<file path="src/hdl/tpsd_pkg.sv">
package tpsd_pkg;

  localparam int unsigned CfgIdxW  = 8;
  localparam int unsigned CfgDataW = 32;

  // Register indexes of the configuration port
  localparam logic [CfgIdxW-1:0] CfgRleMode    = 8'd0;
  localparam logic [CfgIdxW-1:0] CfgPixelBits  = 8'd1;
  localparam logic [CfgIdxW-1:0] CfgPixelTotal = 8'd2;

  localparam logic [7:0]          BitsReset  = 8'd24;
  localparam logic [CfgDataW-1:0] TotalReset = 32'd1;

  localparam logic [7:0] Bits16 = 8'd16;
  localparam logic [7:0] Bits24 = 8'd24;
  localparam logic [7:0] Bits32 = 8'd32;

  localparam logic [7:0] RunBias = 8'd127;

  localparam logic StatusOk       = 1'b0;
  localparam logic StatusBadDepth = 1'b1;

  typedef struct packed {
    logic       rle_mode;
    logic [7:0] pixel_bits;
  } tpsd_cfg_t;

  typedef struct packed {
    logic [7:0] red;
    logic [7:0] green;
    logic [7:0] blue;
    logic [7:0] alpha;
    logic       has_alpha;
    logic [7:0] repeat_count;
    logic       last_of_image;
    logic       status;
  } tpsd_res_t;

endpackage

</file>
<file path="src/hdl/tpsd_core.sv">
module tpsd_core import tpsd_pkg::*; (
  input  logic                clk_i,
  input  logic                rst_ni,
  input  tpsd_cfg_t           cfg_i,
  input  logic                clear_i,
  input  logic [CfgDataW-1:0] total_i,
  input  logic                step_i,
  input  logic [7:0]          byte_i,
  output logic                res_valid_o,
  output tpsd_res_t           res_o
);

  typedef enum logic [1:0] {
    Depth16,
    Depth24,
    Depth32,
    DepthBad
  } depth_e;

  depth_e              depth;
  logic [1:0]          last_phase;
  logic                done;
  logic                header;
  logic                pixel_end;
  logic [7:0]          clipped;
  logic [7:0]          rep;
  logic [CfgDataW-1:0] remain_sub;
  logic [15:0]         p16;

  logic [1:0]          phase_q, phase_d;
  logic [23:0]         bytes_q, bytes_d;
  logic                is_run_q, is_run_d;
  logic [7:0]          left_q, left_d;
  logic [CfgDataW-1:0] remain_q, remain_d;

  always_comb begin
    if (cfg_i.pixel_bits == Bits24) begin
      depth = Depth24;
    end else if (cfg_i.pixel_bits == Bits32) begin
      depth = Depth32;
    end else if (cfg_i.pixel_bits == Bits16 && !cfg_i.rle_mode) begin
      depth = Depth16;
    end else begin
      depth = DepthBad;
    end
  end

  always_comb begin
    case (depth)
      Depth16: last_phase = 2'd1;
      Depth24: last_phase = 2'd2;
      default: last_phase = 2'd3;
    endcase
  end

  assign done      = (remain_q == '0);
  assign header    = cfg_i.rle_mode && (left_q == '0);
  assign pixel_end = (phase_q == last_phase);

  // clip a run to the pixels still missing from the image
  assign clipped = (remain_q[CfgDataW-1:8] == '0 && remain_q[7:0] < left_q) ?
                   remain_q[7:0] : left_q;
  assign rep        = (cfg_i.rle_mode && is_run_q) ? clipped : 8'd1;
  assign remain_sub = remain_q - {{(CfgDataW-8){1'b0}}, rep};
  assign p16        = {byte_i, bytes_q[7:0]};

  always_comb begin
    phase_d     = phase_q;
    bytes_d     = bytes_q;
    is_run_d    = is_run_q;
    left_d      = left_q;
    remain_d    = remain_q;
    res_valid_o = 1'b0;
    res_o       = '0;
    if (clear_i) begin
      phase_d  = '0;
      bytes_d  = '0;
      is_run_d = 1'b0;
      left_d   = '0;
      remain_d = total_i;
    end else if (step_i) begin
      if (depth == DepthBad) begin
        res_valid_o  = 1'b1;
        res_o.status = StatusBadDepth;
      end else if (!done) begin
        if (header) begin
          is_run_d = byte_i[7];
          left_d   = byte_i[7] ? (byte_i - RunBias) : (byte_i + 8'd1);
          phase_d  = '0;
          bytes_d  = '0;
        end else if (!pixel_end) begin
          case (phase_q)
            2'd0:    bytes_d[7:0]   = byte_i;
            2'd1:    bytes_d[15:8]  = byte_i;
            default: bytes_d[23:16] = byte_i;
          endcase
          phase_d = phase_q + 2'd1;
        end else begin
          case (depth)
            Depth16: begin
              res_o.blue  = {p16[4:0], 3'b000};
              res_o.green = {p16[9:5], 3'b000};
              res_o.red   = {p16[14:10], 3'b000};
            end
            Depth24: begin
              res_o.blue  = bytes_q[7:0];
              res_o.green = bytes_q[15:8];
              res_o.red   = byte_i;
            end
            default: begin
              res_o.blue      = bytes_q[7:0];
              res_o.green     = bytes_q[15:8];
              res_o.red       = bytes_q[23:16];
              res_o.alpha     = byte_i;
              res_o.has_alpha = 1'b1;
            end
          endcase
          res_valid_o         = 1'b1;
          res_o.repeat_count  = rep;
          res_o.last_of_image = (remain_sub == '0);
          res_o.status        = StatusOk;
          remain_d            = remain_sub;
          phase_d             = '0;
          bytes_d             = '0;
          if (cfg_i.rle_mode) begin
            left_d = is_run_q ? 8'd0 : (left_q - 8'd1);
          end
        end
      end
    end
  end

  always_ff @(posedge clk_i or negedge rst_ni) begin
    if (!rst_ni) begin
      phase_q  <= '0;
      bytes_q  <= '0;
      is_run_q <= 1'b0;
      left_q   <= '0;
      remain_q <= TotalReset;
    end else begin
      phase_q  <= phase_d;
      bytes_q  <= bytes_d;
      is_run_q <= is_run_d;
      left_q   <= left_d;
      remain_q <= remain_d;
    end
  end

`ifndef SYNTHESIS
  a_done_silent: assert property (@(posedge clk_i) disable iff (!rst_ni)
    (step_i && !clear_i && done && depth != DepthBad) |-> !res_valid_o)
    else $error("result produced after image complete");

  a_rep_nonzero: assert property (@(posedge clk_i) disable iff (!rst_ni)
    (res_valid_o && res_o.status == StatusOk) |-> (res_o.repeat_count != '0))
    else $error("pixel result with zero repeat count");

  a_remain_monotonic: assert property (@(posedge clk_i) disable iff (!rst_ni)
    !clear_i |=> (remain_q <= $past(remain_q)))
    else $error("remaining pixel count grew without a restart");

  a_last_empties: assert property (@(posedge clk_i) disable iff (!rst_ni)
    (res_valid_o && res_o.last_of_image && !clear_i) |=> (remain_q == '0))
    else $error("last pixel flagged but pixels remain");
`endif

endmodule

</file>
<file path="src/hdl/tpsd_outbuf.sv">
module tpsd_outbuf import tpsd_pkg::*; (
  input  logic      clk_i,
  input  logic      rst_ni,
  input  logic      in_valid_i,
  output logic      in_ready_o,
  input  tpsd_res_t in_res_i,
  output logic      out_valid_o,
  input  logic      out_ready_i,
  output tpsd_res_t out_res_o
);

  logic      valid_q, valid_d;
  tpsd_res_t res_q;

  assign in_ready_o  = !valid_q || out_ready_i;
  assign out_valid_o = valid_q;
  assign out_res_o   = res_q;

  always_comb begin
    valid_d = valid_q;
    if (in_ready_o) begin
      valid_d = in_valid_i;
    end
  end

  always_ff @(posedge clk_i or negedge rst_ni) begin
    if (!rst_ni) begin
      valid_q <= 1'b0;
    end else begin
      valid_q <= valid_d;
    end
  end

  // hold the result until the downstream side takes it
  always_ff @(posedge clk_i) begin
    if (in_ready_o && in_valid_i) begin
      res_q <= in_res_i;
    end
  end

endmodule

</file>
<file path="src/hdl/tga_pixel_stream_decoder.sv">
// Channel   Handshake                    Payload
// input     in_valid_i / in_ready_o      data_byte_i
// result    out_valid_o / out_ready_i    red_o green_o blue_o alpha_o has_alpha_o
//                                        repeat_count_o last_of_image_o status_o
// config    cfg_valid_i / cfg_ready_o    cfg_index_i cfg_data_i
//
// One byte per cycle while the result register is not stalled; a result passes
// through the byte register and then the result register, and decode and the
// remaining-pixel subtract sit between them.
// Reset clears all control state and loads rle_mode 0, pixel_bits 24, pixel_total 1.
// A write to rle_mode, pixel_bits or pixel_total restarts decoding. A stalled result
// register stalls the byte register, and input backs up only when both are full.
module tga_pixel_stream_decoder import tpsd_pkg::*; (
  input  logic                clk_i,
  input  logic                rst_ni,
  input  logic                in_valid_i,
  output logic                in_ready_o,
  input  logic [7:0]          data_byte_i,
  output logic                out_valid_o,
  input  logic                out_ready_i,
  output logic [7:0]          red_o,
  output logic [7:0]          green_o,
  output logic [7:0]          blue_o,
  output logic [7:0]          alpha_o,
  output logic                has_alpha_o,
  output logic [7:0]          repeat_count_o,
  output logic                last_of_image_o,
  output logic                status_o,
  input  logic                cfg_valid_i,
  output logic                cfg_ready_o,
  input  logic [CfgIdxW-1:0]  cfg_index_i,
  input  logic [CfgDataW-1:0] cfg_data_i
);

  tpsd_cfg_t           cfg_q, cfg_d;
  logic [CfgDataW-1:0] total_q, total_d;
  logic                cfg_hit;
  logic [CfgDataW-1:0] total_load;

  logic       byte_valid_q, byte_valid_d;
  logic [7:0] byte_q;
  logic       advance;
  logic       res_valid;
  tpsd_res_t  res;
  logic       buf_ready;
  tpsd_res_t  out_res;

  assign cfg_ready_o = 1'b1;
  assign cfg_hit     = cfg_valid_i && (cfg_index_i == CfgRleMode ||
                       cfg_index_i == CfgPixelBits || cfg_index_i == CfgPixelTotal);
  assign total_load  = (cfg_index_i == CfgPixelTotal) ? cfg_data_i : total_q;

  always_comb begin
    cfg_d   = cfg_q;
    total_d = total_q;
    if (cfg_valid_i) begin
      case (cfg_index_i)
        CfgRleMode:    cfg_d.rle_mode   = cfg_data_i[0];
        CfgPixelBits:  cfg_d.pixel_bits = cfg_data_i[7:0];
        CfgPixelTotal: total_d          = cfg_data_i;
        default:       ;
      endcase
    end
  end

  // advance the byte register whenever the result register has room
  assign advance    = byte_valid_q && buf_ready;
  assign in_ready_o = !byte_valid_q || advance;

  always_comb begin
    byte_valid_d = byte_valid_q;
    if (in_ready_o) begin
      byte_valid_d = in_valid_i;
    end
  end

  always_ff @(posedge clk_i or negedge rst_ni) begin
    if (!rst_ni) begin
      cfg_q.rle_mode   <= 1'b0;
      cfg_q.pixel_bits <= BitsReset;
      total_q          <= TotalReset;
      byte_valid_q     <= 1'b0;
    end else begin
      cfg_q        <= cfg_d;
      total_q      <= total_d;
      byte_valid_q <= byte_valid_d;
    end
  end

  always_ff @(posedge clk_i) begin
    if (in_ready_o && in_valid_i) begin
      byte_q <= data_byte_i;
    end
  end

  tpsd_core u_core (
    .clk_i       (clk_i),
    .rst_ni      (rst_ni),
    .cfg_i       (cfg_q),
    .clear_i     (cfg_hit),
    .total_i     (total_load),
    .step_i      (advance),
    .byte_i      (byte_q),
    .res_valid_o (res_valid),
    .res_o       (res)
  );

  tpsd_outbuf u_outbuf (
    .clk_i       (clk_i),
    .rst_ni      (rst_ni),
    .in_valid_i  (res_valid),
    .in_ready_o  (buf_ready),
    .in_res_i    (res),
    .out_valid_o (out_valid_o),
    .out_ready_i (out_ready_i),
    .out_res_o   (out_res)
  );

  assign red_o           = out_res.red;
  assign green_o         = out_res.green;
  assign blue_o          = out_res.blue;
  assign alpha_o         = out_res.alpha;
  assign has_alpha_o     = out_res.has_alpha;
  assign repeat_count_o  = out_res.repeat_count;
  assign last_of_image_o = out_res.last_of_image;
  assign status_o        = out_res.status;

endmodule

</file>
<file path="config.mk">
export PLATFORM = sky130hd
export DESIGN_NAME = tga_pixel_stream_decoder
export DESIGN_NICKNAME = d
export VERILOG_FILES = /design/src/hdl/tpsd_pkg.sv /design/src/hdl/tpsd_core.sv /design/src/hdl/tpsd_outbuf.sv /design/src/hdl/tga_pixel_stream_decoder.sv
export SDC_FILE = /design/constraint.sdc
export NUM_CORES = 1
export LEC_CHECK = 0
export ABC_CLOCK_PERIOD_IN_PS = 5500
export BUFFER_PORTS_ARGS = -buffer_cell sky130_fd_sc_hd__buf_4
export CORE_UTILIZATION = 30
export DETAILED_ROUTE_END_ITERATION = 6
export MAX_ROUTING_LAYER = met4
export PLACE_DENSITY = 0.49
export SLEW_MARGIN = 10
export SYNTH_ARGS = -nofsm -noshare
export SYNTH_HDL_FRONTEND = slang
export SYNTH_HIERARCHICAL = 1
export SYNTH_SLANG_ARGS = --single-unit
</file>
<file path="constraint.sdc">
create_clock -name clk_i -period 5.5 [get_ports clk_i]
set_clock_uncertainty 0.05 [all_clocks]
set_input_delay 0.275 -clock clk_i [delete_from_list [all_inputs] [get_ports clk_i]]
set_output_delay 0.275 -clock clk_i [all_outputs]
set_load 0.05 [all_outputs]
</file>
==> results of run 1 <==
## timing repair
item,4_1_cts,5_1_grt
hold buffers,10,0
hold endpoints to repair,69,0
setup buffers,0,1
endpoints found under the setup margin,0,1
## worst max-delay path: cells and delay by family (launching register included)
kind	cells	cell delay, ns
AND/OR/NAND/NOR	9	2.18
AO/OA/AOI/OAI	4	1.13
adder cells (fa/ha/maj)	2	0.65
flip-flops	1	0.50
buffers and inverters	1	0.21
XOR/XNOR	1	0.17
## worst paths after layout
path                                                start                               to  slack, ns  depth (start not counted)
setup reg to reg           u_core/remain_q[8]$_DFFE_PN0P_  u_outbuf/out_res_o[1]$_DFFE_PP_       0.43                         17
min in group asynchronous                          rst_ni          total_q[12]$_DFFE_PN0P_       0.48                          2
hold / removal                             cfg_data_i[15]          total_q[15]$_DFFE_PN0P_       0.02                          2
max in group asynchronous                          rst_ni     u_core/left_q[2]$_DFFE_PN0P_       3.69                          3
setup / recovery           u_core/remain_q[8]$_DFFE_PN0P_  u_outbuf/out_res_o[1]$_DFFE_PP_       0.43                         17
hold reg to reg                   total_q[26]$_DFFE_PN0P_          total_q[26]$_DFFE_PN0P_       0.45                          1
## sequential cells by signal (all words and copies together), names as in the netlist, 2 cells and up
signal	count
u_outbuf/out_res_o	43
u_core/bytes_q	24
cfg_q	9
u_core/remain_q	32
total_q	32
u_core/left_q	8
u_core/phase_q	2
byte_q	8
## cell type report
class                   count  area share
well taps                 390      0.0447
multi-input cells         615       0.419
flip-flops and latches    161       0.393
inverters                  24     0.00825
clock inverters            15      0.0149
repair buffers            115      0.0814
clock buffers              17      0.0390
## through the flow
stage | power, mW | instance area (sq um)
2_1_floorplan | 2.06 | 9170
4_1_cts | 3.54 | 10900
3_5_place_dp | 2.32 | 10200
3_3_place_gp | 2.31 | 10200
5_1_grt | 3.68 | 10900
6_report | 3.50 | 10900
## report_power, final
group | internal [mW] | total, mW | switching, mW
Sequential | 1.41 | 1.52 | 0.109
Clock | 0.611 | 1.20 | 0.591
Combinational | 0.309 | 0.780 | 0.472
## cell families (layout without fill, tap and decap cells)
kind of cell             Yosys count  in the layout  share of synthesized area
multiplexers                     117            117                      0.155
adder cells (fa/ha/maj)           20             20                     0.0281
other                              1              1                   0.000409
AO/OA/AOI/OAI                    148            148                      0.104
XOR/XNOR                          37             37                     0.0354
flip-flops                       161            161                      0.468
AND/OR/NAND/NOR                  292            292                      0.175
buffers and inverters             64            171                     0.0345
## per-layer routing
layer	wire length (um)	global-route usage	share of wire
met3	845	0.0232	0.036
met4	266	0.0427	0.011
met5	0	-	0
met2	10700	0.244	0.45
met1	11800	0.229	0.50
## cell usage in the layout (no fill, tap or decap), drive strengths merged, types with 17 or more instances in the layout
cell type    n
a21oi       36
and2        27
buf        105
clkbuf      17
dfrtp      106
edfxtp      51
ha          19
inv         32
mux2       108
nand2       82
nand3       31
nor2        47
nor3        21
o21ai       50
xnor2       22
==> out/metrics.yaml, run 1 <==
yosysMostFrequentCell: "dfrtp_1"
rsz0062_at_grt: "false"
cpPeakStageDelay_ns: 0.60
max-vdd-ir-drop_mv: 0.151
crit_required_ns: 5.74
path_clk_slew_ns: 0.08
crit_type: "reg2reg"
synth_top_area_cell: "dfrtp_1"
dr.pass1.iters: 4
tightest_slew_ns: 0.890
synth_area_leaders: "dfrtp_1 (29%), edfxtp_1 (17%), mux2_2 (9.2%)"
cts_buffers: 17
clockBufferDepth: 2
grt_pass1_wl_um: 38300
slowest_stage: "or4_4"
grt_max_degree: 68
netlist_area_sq_um: 9170
setup_ws_ns: 0.426
drtIter0Drc: 384
die_w_um: 177
crit_arrival_ns: 5.31
finalSetupViolations: 0
gr-total-overflow: 0
tns_ns: 0
power_density_nw_per_um2: 321
maxCapViolCount: 0
finalWirelength_um: 23600
ys_seq_area_frac: 0.468
grt_antenna_before_repair: 0
numPortBuffers: 97
synthTopCellsByCount: "dfrtp_1 (106), nand2_1 (82), mux2_2 (75), edfxtp_1 (51), nor2_1 (45)"
fin_hold_ws_ns: 0.0228
cp-end-kind: "flop"
cp-start-kind: "flop"
die_y_um: 177
area.growth.synth_to_final_pct: 19.1
crit_path_frequent_cell: "nor3_1"
core_area_sq_um: 29900
regArea_sq_um: 4290
ys_warn_count: 6
die_area_sq_um: 31300
num_rows: 63
syn_inst: 840
utilization: 0.365
post_drt_wl_per_cell_um: 17.7
async_flop_share: 0.683
min_path_type: "in2reg"
diodes: 0
avgSynthCellArea_sq_um: 10.9
grt_pass1_vias: 6761
routabilityCongestion: 0.863
top_level_ports: 99
fill_cells: 2996
finalHoldViolations: 0
placed_cells: 1294
post_cts_resized: 0
stdcell_count: 1337
dp_hpwl_um: 16700
gr-usage-all-layers: 0.163
fin_crit_sh: 0.923
max_freq_ghz: 0.197
maxSlewHeadroom: 0.404
multi_input_area_sq_um: 4570
insertion_delay_ns: 0.44
initial_utilization: 0.307
drc: 0
path_cells: "or4_4 > or3_4 > nor3_1 > o211ai_1 > buf_4 > o21ai_0 > nand3_1 > ha_1 > fa_1 > nand2b_1 > a21oi_1 > o41a_1 > nand2_1 > nor4b_1 > xnor2_1 > nand4_1 > nor3_1"
yosysTopAreaCellShare: 0.289
nets: 1007
min_period_ns: 5.07
synth.distinct_cells: 79
power.leakage_nw: 4.74
vias: 6693
cts_sinks: 161
status: "completed"
pre_cts_ws_ns: 0.368
drive_gt1_frac: 0.296
htreeDepth: 4
clockRootBuffer: "clkbuf_16"
synth_edf_count: 51
viasPerCell: 5.01
finalMaxSlewViolations: 0
synth-main-ff-cell: "dfrtp_1"
syn-num-nets: 913
synth-seq-cells: 161
critPathMaxFanout: 12
cts_tree: "yes"
ant_nets: 0
(Power assumes the default switching activity.)
==> run 2, diff against run 1 <==
--- a/config.mk
+++ b/config.mk
@@ -7,2 +7,3 @@
 export LEC_CHECK = 0
+export ABC_AREA = 1
 export ABC_CLOCK_PERIOD_IN_PS = 5500
==> constraint.sdc (replaced) <==
create_clock -name clk_i -period 5.5 [get_ports clk_i]
set_clock_uncertainty 0.05 [all_clocks]
set_input_delay 1.65 -clock clk_i [delete_from_list [all_inputs] [get_ports clk_i]]
set_output_delay 1.65 -clock clk_i [all_outputs]
set_load 0.05 [all_outputs]
==> run 2 against run 1 <==
  * Combinational power is 150% higher
  * Critical endpoint unchanged
  * Fmax rose by 22%
  * Sequential power rose by 22%
  * Cell count is 36% higher
  * Cell area up 4.9%
  * Critical path depth is 9 higher
  * Highest routed layer unchanged
  * Largest power group is now combinational logic
==> out/metrics.yaml, run 2 <==
status: "completed"  # unchanged
syn-num-nets: 1358  # was 913
ant_nets: 0  # unchanged
final_cell_mix: "nand2_1 (350), inv_1 (175), nor2_1 (131)"  # was dfrtp_1 (106), buf_4 (105), nand2_1 (82)
tns_ns: 0  # unchanged
postCtsSetupBuffers: 0  # unchanged
dr.pass1.iters: 5  # was 4
max_freq_ghz: 0.241  # was 0.197 GHz
synth_area_leaders: "dfrtp_1 (27%), edfxtp_1 (16%), nand2_1 (13%)"  # was dfrtp_1 (29%), edfxtp_1 (17%), mux2_2 (9.2%)
grt_max_degree: 67  # was 68
finalSetupViolations: 0  # unchanged
path_clk_slew_ns: 0.07  # was 0.08 ns
cts_sinks: 161  # unchanged
syn_inst: 1285  # was 840
ys_seq_area_frac: 0.440  # was 0.468
rsz0062_at_grt: "false"  # unchanged
yosysMostFrequentCell: "nand2_1"  # was dfrtp_1
insertion_delay_ns: 0.44  # about the same
power.leakage_nw: 5.49  # was 4.74 nW
fill_cells: 3386  # was 2996
min_path_type: "reg2reg"  # was in2reg
htreeDepth: 4  # unchanged
hold_buffers: 0  # was 10
num_rows: 65  # was 63
pre_cts_ws_ns: 1.14  # was 0.368 ns
post_cts_resized: 0  # unchanged
drtIter0Drc: 633  # was 384
die_area_sq_um: 33200  # was 31300 sq um
slowest_stage: "fa_1"  # was or4_4
top_level_ports: 99  # unchanged
post_drt_wl_per_cell_um: 15.2  # was 17.7 um
synthTopCellsByCount: "nand2_1 (350), inv_1 (175), nor2_1 (131), nand3_1 (124), dfrtp_1 (106)"  # was dfrtp_1 (106), nand2_1 (82), mux2_2 (75), edfxtp_1 (51), nor2_1 (45)
cp-start-kind: "flop"  # unchanged
drc: 0  # unchanged
final_common_cell: "nand2_1"  # was dfrtp_1
synth_edf_count: 51  # unchanged
power.total_mw: 4.98  # was 3.50 mW
power_density_nw_per_um2: 435  # was 321 nW/um^2
maxCapViolCount: 0  # unchanged
grt_pass1_vias: 8107  # was 6761
vias: 8441  # was 6693
regArea_sq_um: 4290  # unchanged
dp_hpwl_um: 20400  # was 16700 um
synth_top_area_cell: "dfrtp_1"  # unchanged
critPathMaxFanout: 16  # was 12
cp_top_family: "simple AND/OR/NAND/NOR gates"  # unchanged
setup_ws_ns: 1.34  # was 0.426 ns
synth-seq-cells: 161  # unchanged
routabilityCongestion: 0.893  # was 0.863
multi_input_area_sq_um: 4530  # was 4570 sq um
numPortBuffers: 97  # unchanged
crit_path_frequent_cell: "nand2_1"  # was nor3_1
drive_gt1_frac: 0.151  # was 0.296
initial_utilization: 0.307  # about the same
netlist_area_sq_um: 9760  # was 9170 sq um
yosysTopAreaCellShare: 0.272  # was 0.289
diodes: 0  # unchanged
gr-total-overflow: 0  # unchanged
crit_type: "reg2reg"  # unchanged
synth.distinct_cells: 52  # was 79
core_area_sq_um: 31800  # was 29900 sq um
area.growth.synth_to_final_pct: 17.3  # was 19.1%
cts_tree: "yes"  # unchanged
die_y_um: 182  # was 177 um
fin_crit_sh: 0.756  # was 0.923
crit_required_ns: 5.75  # was 5.74 ns
fin_hold_ws_ns: 0.423  # was 0.0228 ns
cp-end-kind: "flop"  # unchanged
min_period_ns: 4.16  # was 5.07 ns
viasPerCell: 4.65  # was 5.01
clockRootBuffer: "clkbuf_16"  # unchanged
nets: 1441  # was 1007
max-vdd-ir-drop_mv: 0.252  # was 0.151 mV
gr-usage-all-layers: 0.175  # was 0.163
tightest_slew_ns: 1.04  # was 0.890 ns
async_flop_share: 0.683  # unchanged
crit_arrival_ns: 4.41  # was 5.31 ns
cpPeakStageDelay_ns: 0.41  # was 0.60 ns
finalWirelength_um: 27600  # was 23600 um
synth-main-ff-cell: "dfrtp_1"  # unchanged
grt_pass1_wl_um: 44200  # was 38300 um
finalMaxSlewViolations: 0  # unchanged
largest_reg_flops: 43  # unchanged
critPathBufInv: 5  # was 1
cts_buffers: 17  # unchanged
avgSynthCellArea_sq_um: 7.59  # was 10.9 sq um
die_w_um: 182  # was 177 um
clockBufferDepth: 2  # unchanged
grt_antenna_before_repair: 0  # unchanged
maxSlewHeadroom: 0.307  # was 0.404
ys_warn_count: 6  # unchanged
finalHoldViolations: 0  # unchanged
run 2: kinds of logic (layout without fill, tap and decap cells):
group           after synthesis  in the layout  share of synthesized area
simple gates                704            704                      0.325
buf+inv                     225            321                     0.0978
flops                       161            161                      0.440
compound gates              159            159                     0.0972
fa+ha+maj                    20             20                     0.0264
xor+xnor                     13             13                     0.0117
mux                           2              2                    0.00231
other cells                   1              1                   0.000384
run 2: worst min-delay path: cells and delay by family (launching register included):
| family | cells | cell delay (ns) |
|---|---|---|
| flip-flops | 1 | 0.37 |
| AND/OR/NAND/NOR | 2 | 0.10 |
run 2: path summary, 6_finish.rpt:
| check | to | slack, ns | from | depth (start not counted) |
|---|---|---|---|---|
| max in group asynchronous | total_q[0]$_DFFE_PN1P_ | 3.09 | rst_ni | 2 |
| setup reg to reg | u_outbuf/out_res_o[1]$_DFFE_PP_ | 1.34 | u_core/left_q[5]$_DFFE_PN0P_ | 26 |
| hold reg to reg | total_q[0]$_DFFE_PN1P_ | 0.42 | total_q[0]$_DFFE_PN1P_ | 2 |
| setup / recovery | u_outbuf/out_res_o[1]$_DFFE_PP_ | 1.34 | u_core/left_q[5]$_DFFE_PN0P_ | 26 |
| hold / removal | total_q[0]$_DFFE_PN1P_ | 0.42 | total_q[0]$_DFFE_PN1P_ | 2 |
| min in group asynchronous | u_core/remain_q[9]$_DFFE_PN0P_ | 1.32 | rst_ni | 1 |
run 2: through the flow:
step,instance area (sq um),utilization,instances
after detailed placement,10900,0.341,1784
after floorplan,9760,-,1285
after global placement,10900,0.341,1784
after CTS,11400,0.360,1816
after global routing,11400,0.360,1816
final,11400,0.360,1816
run 2: routing by layer:
metal  GRT usage  up-vias  share of wire
li1            -     4287              -
met1       0.266     3942           0.53
met2       0.243      199           0.42
met3      0.0231       13          0.045
met4      0.0400        0         0.0087
met5           -        -              0
run 2: layout make-up:
cell class	instances	share of cell area
multi-input combinational	899	0.396
sequential	161	0.375
inverter	182	0.0603
timing repair buffer	107	0.0702
tap	435	0.0476
clock inverter	15	0.0144
clock buffer	17	0.0372
run 2: where the power goes:
group,internal [mW],switching (mW)
clock network,0.612,0.589
registers,1.59,0.257
logic,0.601,1.33
